<file path="src/sv/open_addressing_hash_table_assert.svh">
// ----------------------------------------------------------------------------
// Assertion macros for the open-addressing hash table
// Clocked on clk and disabled while rst is high.
// ----------------------------------------------------------------------------
`ifndef OPEN_ADDRESSING_HASH_TABLE_ASSERT_SVH
`define OPEN_ADDRESSING_HASH_TABLE_ASSERT_SVH

// cond must hold at every clock edge out of reset
`define OAHT_ASSERT_ALWAYS(label, cond, msg) \
  label: assert property (@(posedge clk) disable iff (rst) (cond)) else $error(msg);

// cons must hold at every clock edge where ante holds
`define OAHT_ASSERT_IMPLY(label, ante, cons, msg) \
  label: assert property (@(posedge clk) disable iff (rst) (ante) |-> (cons)) else $error(msg);

`endif

</file>
<file path="src/sv/oaht_pkg.sv">
// ----------------------------------------------------------------------------
// oaht_pkg
// Types, codes and defaults shared by the hash table modules.
// ----------------------------------------------------------------------------
package oaht_pkg;

  // parameter defaults
  localparam int CAPACITY_LOG2_DEF = 6;
  localparam int KEY_BITS_DEF      = 32;
  localparam int VALUE_BITS_DEF    = 32;

  // payload field widths
  localparam int MODE_W   = 2;
  localparam int KEY_W    = 32;
  localparam int VALUE_W  = 32;
  localparam int STATUS_W = 2;
  localparam int SLOT_W   = 6;
  localparam int KIND_W   = 2;

  // register port
  localparam int PADDR_W = 3;
  localparam int PDATA_W = 32;
  localparam int REG_LSB = 2;
  localparam logic [PADDR_W-REG_LSB-1:0] REG_PROBE_KIND = '0;

  // double hashing stride is ((key >> DBL_SHIFT) + DBL_BIAS) mod (capacity - 1)
  localparam int DBL_SHIFT = 5;
  localparam int DBL_BIAS  = 2;

  typedef enum logic [MODE_W-1:0] {
    MODE_FIND   = 2'd0,
    MODE_INSERT = 2'd1,
    MODE_REMOVE = 2'd2
  } mode_t;

  typedef enum logic [STATUS_W-1:0] {
    STAT_DONE   = 2'd0,
    STAT_MISS   = 2'd1,
    STAT_FULL   = 2'd2,
    STAT_BADKEY = 2'd3
  } status_t;

  typedef enum logic [KIND_W-1:0] {
    KIND_LINEAR = 2'd0,
    KIND_QUAD   = 2'd1,
    KIND_DOUBLE = 2'd2
  } kind_t;

  typedef enum logic [1:0] {
    S_IDLE,
    S_PROBE,
    S_FINISH
  } fsm_state_t;

  typedef struct packed {
    logic [MODE_W-1:0]  mode;
    logic [KEY_W-1:0]   key;
    logic [VALUE_W-1:0] value;
  } req_t;

  typedef struct packed {
    logic [STATUS_W-1:0] status;
    logic [VALUE_W-1:0]  value_out;
    logic [SLOT_W-1:0]   slot;
  } rsp_t;

  // controller -> probe sequencer
  typedef struct packed {
    logic start;
    logic advance;
  } probe_ctl_t;

  // probe sequencer -> controller
  typedef struct packed {
    logic ready;
    logic last;
  } probe_sts_t;

endpackage

</file>
<file path="src/sv/oaht_ram.sv">
// ----------------------------------------------------------------------------
// oaht_ram
// Simple dual-port RAM: one write port, one read port with registered data.
// ----------------------------------------------------------------------------
module oaht_ram #(
  parameter int WIDTH = 32,
  parameter int DEPTH = 64
) (
  input  logic                     clk,
  input  logic                     we,
  input  logic [$clog2(DEPTH)-1:0] waddr,
  input  logic [WIDTH-1:0]         wdata,
  input  logic                     re,
  input  logic [$clog2(DEPTH)-1:0] raddr,
  output logic [WIDTH-1:0]         rdata
);

  logic [WIDTH-1:0] mem [DEPTH];

  always_ff @(posedge clk) begin
    if (we) begin
      mem[waddr] <= wdata;
    end
    if (re) begin
      rdata <= mem[raddr];
    end
  end

endmodule

</file>
<file path="src/sv/oaht_probe.sv">
// ----------------------------------------------------------------------------
// oaht_probe
// Probe address sequencer: home slot, linear, alternating quadratic and
// double hashing sequences, one address per advance.
// ----------------------------------------------------------------------------
module oaht_probe #(
  parameter int CAPACITY_LOG2 = oaht_pkg::CAPACITY_LOG2_DEF,
  parameter int KEY_BITS      = oaht_pkg::KEY_BITS_DEF
) (
  input  logic                        clk,
  input  logic                        rst,
  input  oaht_pkg::probe_ctl_t        ctl,
  input  logic [oaht_pkg::KIND_W-1:0] kind,
  input  logic [KEY_BITS-1:0]         key,
  output oaht_pkg::probe_sts_t        sts,
  output logic [CAPACITY_LOG2-1:0]    addr
);
  import oaht_pkg::*;

  localparam int AW   = CAPACITY_LOG2;
  localparam int FW   = KEY_BITS - DBL_SHIFT + 1;
  localparam int FWP  = (FW > AW) ? FW : AW;
  localparam int MODV = (1 << AW) - 1;
  localparam logic [AW:0] MOD = MODV[AW:0];

  logic [AW-1:0]  home;
  logic [AW-1:0]  idx;
  logic [AW-1:0]  k;
  logic [AW-1:0]  sq;
  logic [AW-1:0]  step;
  logic [AW-1:0]  stride;
  logic [FWP-1:0] fold_src;
  logic           fold_busy;

  logic [AW:0] fold_sum;
  logic [AW:0] fold_mod;
  logic [AW:0] step_sum;
  logic [AW:0] step_mod;

  // the stride is reduced mod 2^AW-1 by summing AW-bit digits of the source
  assign fold_sum = {1'b0, stride} + {1'b0, fold_src[AW-1:0]};
  assign fold_mod = (fold_sum >= MOD) ? fold_sum - MOD : fold_sum;
  assign step_sum = {1'b0, step} + {1'b0, stride};
  assign step_mod = (step_sum >= MOD) ? step_sum - MOD : step_sum;

  always_ff @(posedge clk) begin
    if (rst) begin
      fold_busy <= 1'b0;
    end else if (ctl.start) begin
      fold_busy <= (kind == KIND_DOUBLE);
    end else if (fold_busy && (fold_src == '0)) begin
      fold_busy <= 1'b0;
    end
  end

  always_ff @(posedge clk) begin
    if (ctl.start) begin
      home     <= AW'(key);
      idx      <= '0;
      k        <= '0;
      sq       <= '0;
      step     <= '0;
      stride   <= '0;
      fold_src <= FWP'(key >> DBL_SHIFT) + FWP'(DBL_BIAS);
    end else if (fold_busy) begin
      if (fold_src != '0) begin
        stride   <= fold_mod[AW-1:0];
        fold_src <= fold_src >> AW;
      end
    end else if (ctl.advance) begin
      idx  <= idx + 1'b1;
      step <= step_mod[AW-1:0];
      // k steps up on the way to every odd probe number
      if (!idx[0]) begin
        k  <= k + 1'b1;
        sq <= sq + {k[AW-2:0], 1'b1};
      end
    end
  end

  always_comb begin
    case (kind)
      KIND_QUAD:   addr = idx[0] ? home + sq : home - sq;
      KIND_DOUBLE: addr = home + step;
      default:     addr = home + idx;
    endcase
  end

  assign sts.ready = !fold_busy;
  assign sts.last  = (idx == '1);

endmodule

</file>
<file path="src/sv/open_addressing_hash_table.sv">
// Probing: a request reads P slots, P = probes made (1 to capacity);
//   a zero key or unused mode is answered without probing. Double hashing
//   first folds the stride before its first probe.
// Requests: a new request is taken only once the last result is registered;
//   the key RAM read port takes one probe per cycle once the stride fold is done.
// Reset: clears probe_kind, slot valid bits and live count; no clearing pass.
// ----------------------------------------------------------------------------
// open_addressing_hash_table
// Key/value table with open addressing and tombstones, kept in slot RAMs.
// ----------------------------------------------------------------------------
`include "open_addressing_hash_table_assert.svh"

module open_addressing_hash_table #(
  parameter int CAPACITY_LOG2 = oaht_pkg::CAPACITY_LOG2_DEF,
  parameter int KEY_BITS      = oaht_pkg::KEY_BITS_DEF,
  parameter int VALUE_BITS    = oaht_pkg::VALUE_BITS_DEF
) (
  input  logic                         clk,
  input  logic                         rst,
  input  logic                         req_valid,
  output logic                         req_stall,
  input  oaht_pkg::req_t               req,
  output logic                         rsp_valid,
  input  logic                         rsp_stall,
  output oaht_pkg::rsp_t               rsp,
  input  logic                         psel,
  input  logic                         penable,
  input  logic                         pwrite,
  input  logic [oaht_pkg::PADDR_W-1:0] paddr,
  input  logic [oaht_pkg::PDATA_W-1:0] pwdata,
  output logic [oaht_pkg::PDATA_W-1:0] prdata,
  output logic                         pready
);
  import oaht_pkg::*;

  localparam int AW       = CAPACITY_LOG2;
  localparam int CAP      = 1 << AW;
  localparam int LW       = AW + 1;
  localparam int KEY_USE  = (KEY_BITS < KEY_W) ? KEY_BITS : KEY_W;
  localparam int VAL_USE  = (VALUE_BITS < VALUE_W) ? VALUE_BITS : VALUE_W;
  localparam int SLOT_USE = (AW < SLOT_W) ? AW : SLOT_W;

  // ---------------- configuration ----------------
  logic [KIND_W-1:0]            probe_kind;
  logic [PADDR_W-REG_LSB-1:0]   reg_idx;
  logic                         cfg_wr;

  assign pready  = 1'b1;
  assign reg_idx = paddr[PADDR_W-1:REG_LSB];
  assign cfg_wr  = psel && penable && pwrite && pready;
  assign prdata  = (reg_idx == REG_PROBE_KIND) ? PDATA_W'(probe_kind) : '0;

  always_ff @(posedge clk) begin
    if (rst) begin
      probe_kind <= KIND_LINEAR;
    end else if (cfg_wr && (reg_idx == REG_PROBE_KIND)) begin
      probe_kind <= pwdata[KIND_W-1:0];
    end
  end

  // ---------------- request capture ----------------
  fsm_state_t state;
  fsm_state_t state_next;

  logic                  accept;
  logic [KEY_BITS-1:0]   key_in;
  logic [VALUE_BITS-1:0] val_in;
  logic                  early_in;

  logic [MODE_W-1:0]     cur_mode;
  logic [KEY_BITS-1:0]   cur_key;
  logic [VALUE_BITS-1:0] cur_val;
  logic                  early;
  logic [STATUS_W-1:0]   early_status;

  assign accept   = req_valid && !req_stall;
  assign key_in   = KEY_BITS'(req.key[KEY_USE-1:0]);
  assign val_in   = VALUE_BITS'(req.value[VAL_USE-1:0]);
  assign early_in = (key_in == '0) || !((req.mode == MODE_FIND) ||
                    (req.mode == MODE_INSERT) || (req.mode == MODE_REMOVE));

  always_ff @(posedge clk) begin
    if (accept) begin
      cur_mode     <= req.mode;
      cur_key      <= key_in;
      cur_val      <= val_in;
      early        <= early_in;
      early_status <= (key_in == '0) ? STAT_BADKEY : STAT_MISS;
    end
  end

  // ---------------- probe sequencer ----------------
  probe_ctl_t    gen_ctl;
  probe_sts_t    gen_sts;
  logic [AW-1:0] gen_addr;
  logic          issue;

  assign gen_ctl.start   = accept && !early_in;
  assign gen_ctl.advance = issue;

  oaht_probe #(
    .CAPACITY_LOG2 (CAPACITY_LOG2),
    .KEY_BITS      (KEY_BITS)
  ) u_probe (
    .clk  (clk),
    .rst  (rst),
    .ctl  (gen_ctl),
    .kind (probe_kind),
    .key  (key_in),
    .sts  (gen_sts),
    .addr (gen_addr)
  );

  // ---------------- slot memories ----------------
  logic                  kram_we;
  logic [AW-1:0]         slot_sel;
  logic [KEY_BITS:0]     kram_wdata;
  logic [KEY_BITS:0]     kram_rdata;
  logic                  vram_we;
  logic [VALUE_BITS-1:0] vram_rdata;
  logic [CAP-1:0]        slot_valid;

  // key RAM entry: {tombstone, key}
  oaht_ram #(
    .WIDTH (KEY_BITS + 1),
    .DEPTH (CAP)
  ) u_key_ram (
    .clk   (clk),
    .we    (kram_we),
    .waddr (slot_sel),
    .wdata (kram_wdata),
    .re    (issue),
    .raddr (gen_addr),
    .rdata (kram_rdata)
  );

  oaht_ram #(
    .WIDTH (VALUE_BITS),
    .DEPTH (CAP)
  ) u_value_ram (
    .clk   (clk),
    .we    (vram_we),
    .waddr (slot_sel),
    .wdata (cur_val),
    .re    (issue),
    .raddr (gen_addr),
    .rdata (vram_rdata)
  );

  // a slot never written reads as an empty key with no tombstone
  always_ff @(posedge clk) begin
    if (rst) begin
      slot_valid <= '0;
    end else if (kram_we) begin
      slot_valid[slot_sel] <= 1'b1;
    end
  end

  // ---------------- probe check stage ----------------
  logic                  chk_vld;
  logic                  chk_last;
  logic [AW-1:0]         chk_addr;
  logic                  chk_valid_bit;
  logic [KEY_BITS-1:0]   rd_key;
  logic                  rd_tomb;
  logic                  rd_empty;
  logic                  rd_match;
  logic                  stop_now;
  logic                  issued_all;

  logic                  hit;
  logic                  have_free;
  logic [AW-1:0]         hit_slot;
  logic [AW-1:0]         free_slot;
  logic [VALUE_BITS-1:0] hit_val;

  assign rd_key   = chk_valid_bit ? kram_rdata[KEY_BITS-1:0] : '0;
  assign rd_tomb  = chk_valid_bit && kram_rdata[KEY_BITS];
  assign rd_empty = (rd_key == '0);
  assign rd_match = !rd_tomb && (rd_key == cur_key);
  assign stop_now = chk_vld && (rd_empty || rd_match || chk_last);

  always_ff @(posedge clk) begin
    if (rst) begin
      chk_vld <= 1'b0;
    end else begin
      chk_vld <= issue;
    end
  end

  always_ff @(posedge clk) begin
    if (issue) begin
      chk_addr      <= gen_addr;
      chk_last      <= gen_sts.last;
      chk_valid_bit <= slot_valid[gen_addr];
    end
  end

  always_ff @(posedge clk) begin
    if (rst) begin
      issued_all <= 1'b0;
      hit        <= 1'b0;
      have_free  <= 1'b0;
    end else if (accept) begin
      issued_all <= 1'b0;
      hit        <= 1'b0;
      have_free  <= 1'b0;
    end else begin
      if (issue && gen_sts.last) begin
        issued_all <= 1'b1;
      end
      if (chk_vld) begin
        // remember the first empty or tombstone slot passed
        if (!have_free && (rd_empty || rd_tomb)) begin
          have_free <= 1'b1;
        end
        if (!rd_empty && rd_match) begin
          hit <= 1'b1;
        end
      end
    end
  end

  always_ff @(posedge clk) begin
    if (chk_vld && !have_free && (rd_empty || rd_tomb)) begin
      free_slot <= chk_addr;
    end
    if (chk_vld && !rd_empty && rd_match) begin
      hit_slot <= chk_addr;
      hit_val  <= vram_rdata;
    end
  end

  // ---------------- control ----------------
  logic fin_go;

  always_ff @(posedge clk) begin
    if (rst) begin
      state <= S_IDLE;
    end else begin
      state <= state_next;
    end
  end

  always_comb begin
    state_next = state;
    unique case (state)
      S_IDLE: begin
        if (accept) begin
          state_next = early_in ? S_FINISH : S_PROBE;
        end
      end
      S_PROBE: begin
        if (stop_now) begin
          state_next = S_FINISH;
        end
      end
      S_FINISH: begin
        if (fin_go) begin
          state_next = S_IDLE;
        end
      end
      default: state_next = S_IDLE;
    endcase
  end

  always_comb begin
    req_stall = 1'b1;
    issue     = 1'b0;
    fin_go    = 1'b0;
    unique case (state)
      S_IDLE: begin
        req_stall = 1'b0;
      end
      S_PROBE: begin
        issue = gen_sts.ready && !issued_all && !stop_now;
      end
      S_FINISH: begin
        // hold until the result register can take the transfer
        fin_go = !rsp_valid || !rsp_stall;
      end
      default: ;
    endcase
  end

  // ---------------- commit and result ----------------
  logic                do_find;
  logic                do_ins;
  logic                do_rem;
  logic                success;
  logic                ins_new;
  logic [STATUS_W-1:0] status_sel;
  logic [LW-1:0]       live_count;

  assign do_find  = !early && (cur_mode == MODE_FIND);
  assign do_ins   = !early && (cur_mode == MODE_INSERT);
  assign do_rem   = !early && (cur_mode == MODE_REMOVE);
  assign ins_new  = do_ins && !hit && have_free;
  assign success  = hit ? (do_find || do_ins || do_rem) : ins_new;
  assign slot_sel = hit ? hit_slot : free_slot;

  assign kram_we    = fin_go && (ins_new || (do_rem && hit));
  assign kram_wdata = {do_rem, cur_key};
  assign vram_we    = fin_go && do_ins && (hit || have_free);

  always_comb begin
    if (early) begin
      status_sel = early_status;
    end else if (success) begin
      status_sel = STAT_DONE;
    end else if (do_ins) begin
      status_sel = STAT_FULL;
    end else begin
      status_sel = STAT_MISS;
    end
  end

  always_ff @(posedge clk) begin
    if (rst) begin
      live_count <= '0;
    end else if (fin_go) begin
      if (ins_new) begin
        live_count <= live_count + 1'b1;
      end else if (do_rem && hit && (live_count != '0)) begin
        live_count <= live_count - 1'b1;
      end
    end
  end

  always_ff @(posedge clk) begin
    if (rst) begin
      rsp_valid <= 1'b0;
    end else if (fin_go) begin
      rsp_valid <= 1'b1;
    end else if (!rsp_stall) begin
      rsp_valid <= 1'b0;
    end
  end

  always_ff @(posedge clk) begin
    if (fin_go) begin
      rsp.status    <= status_sel;
      rsp.value_out <= (do_find && hit) ? VALUE_W'(hit_val[VAL_USE-1:0]) : '0;
      rsp.slot      <= success ? SLOT_W'(slot_sel[SLOT_USE-1:0]) : '0;
    end
  end

  // ---------------- assertions ----------------
  `OAHT_ASSERT_ALWAYS(a_live_bound, live_count <= LW'(CAP), "live count above capacity")
  `OAHT_ASSERT_IMPLY(a_key_nonzero, kram_we, kram_wdata[KEY_BITS-1:0] != '0, "zero key written")
  `OAHT_ASSERT_IMPLY(a_no_extra_probe, issued_all, !issue, "probe issued past capacity")
  `OAHT_ASSERT_IMPLY(a_finish_clean, state == S_FINISH, !chk_vld, "read in flight at finish")

endmodule

</file>
<file path="config.mk">
export PLATFORM = sky130hd
export DESIGN_NAME = open_addressing_hash_table
export DESIGN_NICKNAME = d
export VERILOG_FILES = /design/src/sv/oaht_pkg.sv /design/src/sv/oaht_ram.sv /design/src/sv/oaht_probe.sv /design/src/sv/open_addressing_hash_table.sv
export VERILOG_INCLUDE_DIRS = /design/src /design/src/sv
export SDC_FILE = /design/constraint.sdc
export NUM_CORES = 2
export LEC_CHECK = 0
export BUFFER_PORTS_ARGS = -buffer_cell sky130_fd_sc_hd__buf_4
export CORE_UTILIZATION = 50
export DETAILED_ROUTE_END_ITERATION = 12
export PLACE_DENSITY = 0.61
export SETUP_SLACK_MARGIN = 0.02
export SLEW_MARGIN = 30
export SYNTH_ARGS = -nofsm -noshare
export SYNTH_HDL_FRONTEND = slang
export SYNTH_MEMORY_MAX_BITS = 65536
export SYNTH_SLANG_ARGS = --single-unit
</file>
<file path="constraint.sdc">
create_clock -name clk -period 18.9 [get_ports clk]
set_input_delay 2.835 -clock clk [delete_from_list [all_inputs] [get_ports clk]]
set_output_delay 2.835 -clock clk [all_outputs]
set_load 0.02 [all_outputs]
</file>
== Word-level counts from Yosys, hierarchy flattened ==
Memory sizes are Yosys's and may differ from the RTL's. A register that Yosys moved wholly into a read port is not among the register bits.
Index checks and enable logic that the tools add are counted.

* Multiplexer cells: 35
* Equality and inequality tests: 14
* Order comparisons: 5
* Reductions and logical operators: 70
* Bitwise operators: 4
* $add $sub $neg: 12

{| class="wikitable"
|+ Operators with widths
! cell !! number
|-
| $mux W28 || 3
|-
| $logic_not A32 Y1 || 2
|-
| $or A64 B64 Y64 || 1
|-
| $eq A32 B32 Y1 || 1
|-
| $mux W32 || 1
|-
| $logic_and A1 B1 Y1 || 29
|-
| $add A27 B2 Y28 const B || 1
|-
| $logic_not A28 Y1 || 1
|-
| $reduce_bool A28 Y1 || 1
|-
| $add A6 B6 Y6 || 4
|-
| $mux W6 || 4
|-
| $mux W2 || 9
|-
| $add A6 B6 Y7 || 2
|-
| $ge A7 B6 Y1 const B || 2
|-
| $lt A6 B7 Y1 const B || 2
|-
| $mux W1 || 14
|-
| $add A6 B1 Y6 const B || 2
|-
| $logic_not A1 Y1 || 12
|-
| $pmux W6 S2 || 1
|-
| $sub A6 B6 Y6 const B || 2
|-
| $logic_or A1 B1 Y1 || 11
|-
| $reduce_and A2 Y1 || 5
|-
| $eq A2 B1 Y1 const B || 4
|-
| $eq A2 B2 Y1 const B || 4
|-
| other kinds (13) || 22
|}

* Memory bits (writable): 4160
* Flip-flop bits (word level): 299
* Memories kept: 2
* Logic and storage cells: 172

{| class="wikitable"
|+ Memory list
! memory !! words !! width !! rd ports !! clocked after Yosys merged registers in !! wr ports !! line !! text
|-
| u_key_ram.mem || 64 || 33 || 1 || 1 || 1 || oaht_ram.sv:18 || <nowiki>logic [WIDTH-1:0] mem [DEPTH];</nowiki>
|-
| u_value_ram.mem || 64 || 32 || 1 || 1 || 1 || oaht_ram.sv:18 ||
|}

== Depth between registers and ports, before layout ==
* Depth after elaboration: 10
* Depth in mapped cells: 16
* Gate-level depth less buffers: 14

== Cells and area by module ==
A second synthesis with hierarchy kept.

* Cells, all modules: 8103
* Area total of the unflattened synthesis: 174024.4 um2

{| class="wikitable"
|+ Modules (own cells, without submodules)
! module !! area each (um2) !! instances !! cells an instance
|-
| oaht_ram (u_key_ram) || 81523.2 || 1 || 3598
|-
| oaht_ram (u_value_ram) || 78835.6 || 1 || 3324
|-
| open_addressing_hash_table || 9331.4 || 1 || 707
|-
| oaht_probe || 4334.2 || 1 || 474
|}

== Worst setup path after synthesis ==
OpenSTA, ideal clock, no wires.

* Path type: register to register
* From: register cur_key[15]
* To: register hit_slot[0] (enable)
* Cell stages (with the launch flop): 6
* Path buffers: 0
* Arrival time: 5696 ps
* Library setup time: 531 ps
* Path slack: 12672 ps
* Cells stage by stage: edfxtp_1 > inv_1 > a2111o_1 > nor3_1 > o211ai_1 > nor4_1

* Longest elaborated chain between the ends: 3

{| class="wikitable"
|+ RTL lines
! item !! line !! text
|-
| start: declaration || open_addressing_hash_table.sv:71 || <nowiki>logic [KEY_BITS-1:0] cur_key;</nowiki>
|-
| start signal: assignment || open_addressing_hash_table.sv:85 || <nowiki>cur_key <= key_in;</nowiki>
|-
| $eq A32 B32 Y1 || open_addressing_hash_table.sv:180 || <nowiki>assign rd_match = !rd_tomb && (rd_key == cur_key);</nowiki>
|-
| $logic_and A1 B1 Y1 || open_addressing_hash_table.sv:180 ||
|-
| $logic_and A1 B1 Y1 || open_addressing_hash_table.sv:228 || <nowiki>if (chk_vld && !rd_empty && rd_match) begin</nowiki>
|-
| end signal: assignment || open_addressing_hash_table.sv:229 || <nowiki>hit_slot <= chk_addr;</nowiki>
|-
| end: declaration || open_addressing_hash_table.sv:173 || <nowiki>logic [AW-1:0] hit_slot;</nowiki>
|}

Every way passes these cells.
A chain may end at the register's enable or synchronous reset.

== Worst setup path after layout ==
* From: register probe_kind[0]
* To: register u_value_ram.rdata[4], read port of u_value_ram.mem, data pin

* Longest elaborated chain between the ends: 2

{| class="wikitable"
|+ RTL lines
! item !! line !! text
|-
| start: declaration || open_addressing_hash_table.sv:44 || <nowiki>logic [KIND_W-1:0] probe_kind;</nowiki>
|-
| start signal: assignment || open_addressing_hash_table.sv:57 || <nowiki>probe_kind <= pwdata[KIND_W-1:0];</nowiki>
|-
| $eq A2 B2 Y1 / $eq A2 B1 Y1 (equally long branches) || oaht_probe.sv:82 || <nowiki>case (kind)</nowiki>
|-
| $pmux W6 S2 (*) || oaht_probe.sv:82 ||
|-
| end: declaration || oaht_ram.sv:15 || <nowiki>output logic [WIDTH-1:0] rdata</nowiki>
|}

Mark *: on every way between the ends. The rest lies on a longest branch, timed or not.

==> impl_metrics.py <==
metrics = {
    "clock_tree": {
        "post_cts_resize_count": 0,
        "cts.clk_slew.worst_paths_ns": 0.06,
        "tritoncts_clock_tree": "built",
        "tritoncts.num_buffers": 447,
        "cts_post_setup_buffers_inserted": 0,
        "holdBufCountCts": 0,
        "clock_sink_count": 4522,
        "cts_root_buf": "clkbuf_16",
        "max-clock-path-buffers": 4,
        "clock_insertion_delay_worst_skew_ns": 0.98,
        "cts_max_level": 5,
    },
    "drt": {
        "drtAntennaViolNets": 0,
        "viasPerCell": 6.20,
        "detail_route.first_pass.iterations": 7,
        "drtIter0Drc": 8381,
        "drc": 0,
        "drt_wirelength_mm": 442,
        "post_drt_wl_per_cell_um": 32.7,
        "detailroute.via_count": 83900,
    },
    "synthesis": {
        "ys_async_sr_fraction": 0,
        "synth_cell_type_count": 73,
        "synth.cell_area_um2": 175000,
        "synth-seq-cells": 4522,
        "count_of_flip_flops_with_a_built_in_enable_after_synthesis": 4419,
        "synth.avg_cell_area_um2": 21.6,
        "synth.yosys.warnings": 0,
        "yosysMostFrequentCell": "edfxtp_1",
        "synthDominantAreaCellType": "edfxtp_1",
        "synth_ff_type": "edfxtp_1",
        "syn-instance-count": 8136,
        "synth_commonest_cells": "edfxtp_1 (4419), mux4_2 (1122), a21oi_1 (354), mux2i_1 (299), nor2b_1 (272)",
        "sequential_to_total_area_share_from_yosys_stat": 0.768,
        "synth.top_cells.by_area": "edfxtp_1 (76%), mux4_2 (14%), mux2i_1 (1.7%)",
        "synth.top_cell.area_share": 0.756,
    },
    "min_path": {
        "worst_hold_path.endpoint": "hit_val[0]",
        "worst_hold_startpoint": "u_value_ram.rdata[0]",
        "worst_hold_path.num_cells": 0,
        "hold_path.class": "register to register",
    },
    "global_routing": {
        "grt_first_pass_wirelength_mm": 628,
        "grt_usage": 0.249,
        "antenna_violations_before_repair": 20,
        "maximum_number_of_pins_on_one_net_before_global_route_repair": 139,
        "first_global_vias": 86100,
        "global_route.overflow_total": 0,
    },
    "sta": {
        "share_of_the_clock_period_used_by_the_worst_path": 0.401,
        "max-slew-margin-rel": 0.273,
        "final-hold-violation-count": 0,
        "final_max_tran_viols": 0,
        "finalSetupTns_ns": 0,
        "timing.final.setup_violations": 0,
        "fmaxAchievable_mhz": 132,
        "max_slew.worst_pin.slew_ns": 1.09,
        "finalCriticalPeriod_ns": 7.57,
        "grt_setup_unrepaired": "no",
        "fin_skew_ns": 0.0298,
    },
    "setup_path": {
        "setup.worst_path.start": "probe_kind[0]",
        "crit_path_top_delay_cell": "buf_4",
        "worst_ep_arrival_time_ns": 8.28,
        "critical_path_required_ns": 19.61,
        "worstSetupPathType": "register to register",
        "critPathMostFrequentCell": "buf_4",
        "worstRegToRegCells": 14,
        "setup.worst_path.end_class": "register",
        "worst_path_largest_cell_delay_ns": 0.84,
        "worstPathMaxFanout": 98,
        "path_delay_family": "buffers and inverters",
        "timing.critical_path.cells": "mux2_2 -> a21o_1 -> ha_1 -> a211oi_2 -> nor2_4 -> xor2_4 -> buf_4 -> buf_4 -> buf_12 -> buf_4 -> nor2b_1 -> a211oi_1 -> a21oi_1 -> mux4_2",
        "r2r_start": "probe_kind[0]",
        "timing.reg2reg.setup_slack_ns": 11.33,
        "regToRegEndpoint": "u_value_ram.rdata[4]",
        "critPathLaunchType": "register",
        "cp_num_buf_inv": 4,
    },
    "power": {
        "pwr-share-comb": 0.303,
        "p_leak_nw": 62.0,
        "power_frac_seq": 0.399,
        "switching_share": 0.306,
        "power.net_switching_w": 0.00880,
        "clkPwrFrac": 0.299,
        "power_density_nw_per_um2": 145,
        "power_report.internal_total_w": 0.0199,
        "maximum_vdd_drop_v": 0.000182,
    },
    "floorplanning": {
        "initial_core_util": 0.502,
        "area_of_the_core_um2": 349000,
        "row_count": 217,
        "design.die.area_um2": 353000,
        "floorplan.die.width_um": 594,
        "die-height_um": 594,
        "num_io_pins": 183,
    },
    "finish": {
        "area_growth_syn_to_layout_pct": 12.5,
        "design.final.nets": 8699,
        "final_area_um2": 197000,
        "share_of_final_layout_standard_cells_stronger_than_drive_strength_1": 0.261,
    },
    "placement": {
        "dpl_cell_area_um2": 183000,
        "dp_hpwl_mm": 239,
        "port-buffer-count": 119,
        "finalWeightedCongestion": 0.849,
    },
    "run_status": {
        "status": "completed",
    },
    "run": {
        "drv.max_cap_violation_count": 0,
    },
}
==> power groups by stage <==
stage / Sequential, W / Clock (W) / Combinational [W]
finish: 0.0114 / 0.00857 / 0.00868
CTS: 0.0114 / 0.00870 / 0.00883
global route: 0.0114 / 0.00906 / 0.00921
global placement: 0.0117 / 0 / 0.00873
detailed placement: 0.0117 / 0 / 0.00882
floorplan: 0.0117 / 0 / 0.00591
==> final cells by class <==
cell class                      count  area, um^2
Clock buffer                      547       11700
Tap cell                         4599        5750
Antenna cell                       12        30.0
Sequential cell                  4522      135000
Fill cell                       25700      152000
Multi-Input combinational cell   3134       39500
Clock inverter                    271        2310
Timing Repair Buffer              416        3290
Inverter                           38         146
==> worst max path at each step <==
stage          depth (start not counted)                    to  slack [ns]
2_1_floorplan                          5           hit_slot[0]       12.67
3_3_place_gp                          18  u_value_ram.rdata[4]       11.15
3_5_place_dp                          13   u_key_ram.rdata[25]       11.18
4_1_cts                               13   u_key_ram.rdata[25]       11.15
5_1_grt                               18  u_value_ram.rdata[4]       10.93
6_report                              14  u_value_ram.rdata[4]       11.33
==> per-stage QoR <==
step | util | total power (W) | instances | hold slack (ns) | worst slack (ns)
2_1_floorplan | - | 0.0176 | 8165 | 0.400 | 12.67
3_3_place_gp | 0.525 | 0.0204 | 12700 | 0.405 | 11.15
4_1_cts | 0.565 | 0.0290 | 13500 | 0.420 | 11.15
6_report | 0.565 | 0.0287 | 13500 | 0.421 | 11.33
5_1_grt | 0.565 | 0.0297 | 13500 | 0.425 | 10.93
3_5_place_dp | 0.525 | 0.0205 | 12700 | 0.405 | 11.18
==> state kept, by name, indices dropped and copies added, names as in the netlist, 28 cells and up <==
name               cells
cur_val               32
rsp                   40
cur_key               32
u_key_ram.mem       2112
u_value_ram.rdata     32
hit_val               32
u_key_ram.rdata       33
u_value_ram.mem     2048
slot_valid            64
u_probe.fold_src      28
==> metal layers <==
layer	GRT usage	part of all wire
met5	0	0.00012
met2	0.430	0.51
met1	0.332	0.39
met3	0.0298	0.058
met4	0.0827	0.036
==> cell usage in the layout (no fill, tap or decap), types with 9 or more instances in the layout <==
master,synthesis,layout
and3_1,14,14
a21o_1,10,10
bufinv_16,0,36
a211oi_1,269,269
inv_1,38,35
edfxtp_1,4419,4419
nor2_1,255,127
a21oi_1,354,348
clkinvlp_4,0,12
mux4_2,1122,1122
clkinv_1,0,109
dfxtp_1,103,103
clkbuf_16,0,452
inv_6,0,12
diode_2,0,12
xor2_1,26,26
conb_1,2,31
nand3_1,26,26
nor2b_1,272,272
and2_1,35,35
xnor2_1,25,23
nor4_1,29,27
ha_1,28,27
or2_2,9,9
clkinv_2,0,88
clkbuf_1,256,95
o21ai_0,45,44
nand4_1,19,19
buf_4,60,397
nand2b_1,36,36
nor2_4,1,129
o22ai_1,11,11
buf_12,4,11
mux2i_1,299,299
nand2_1,105,101
nor3_1,14,13
==> cells by family after synthesis <==
logic type,after synthesis,share of synthesized area
AOI/OAI and AO/OA,744,0.0264
xor gates and xnor gates,54,0.00289
adders and majority gates,32,0.00245
buffers and inverters,509,0.0137
DFF,4522,0.768
muxes,1425,0.161
other,2,0.0000428
and+or+nand+nor,848,0.0251
Note: power is estimated with default switching activity, not from simulation.
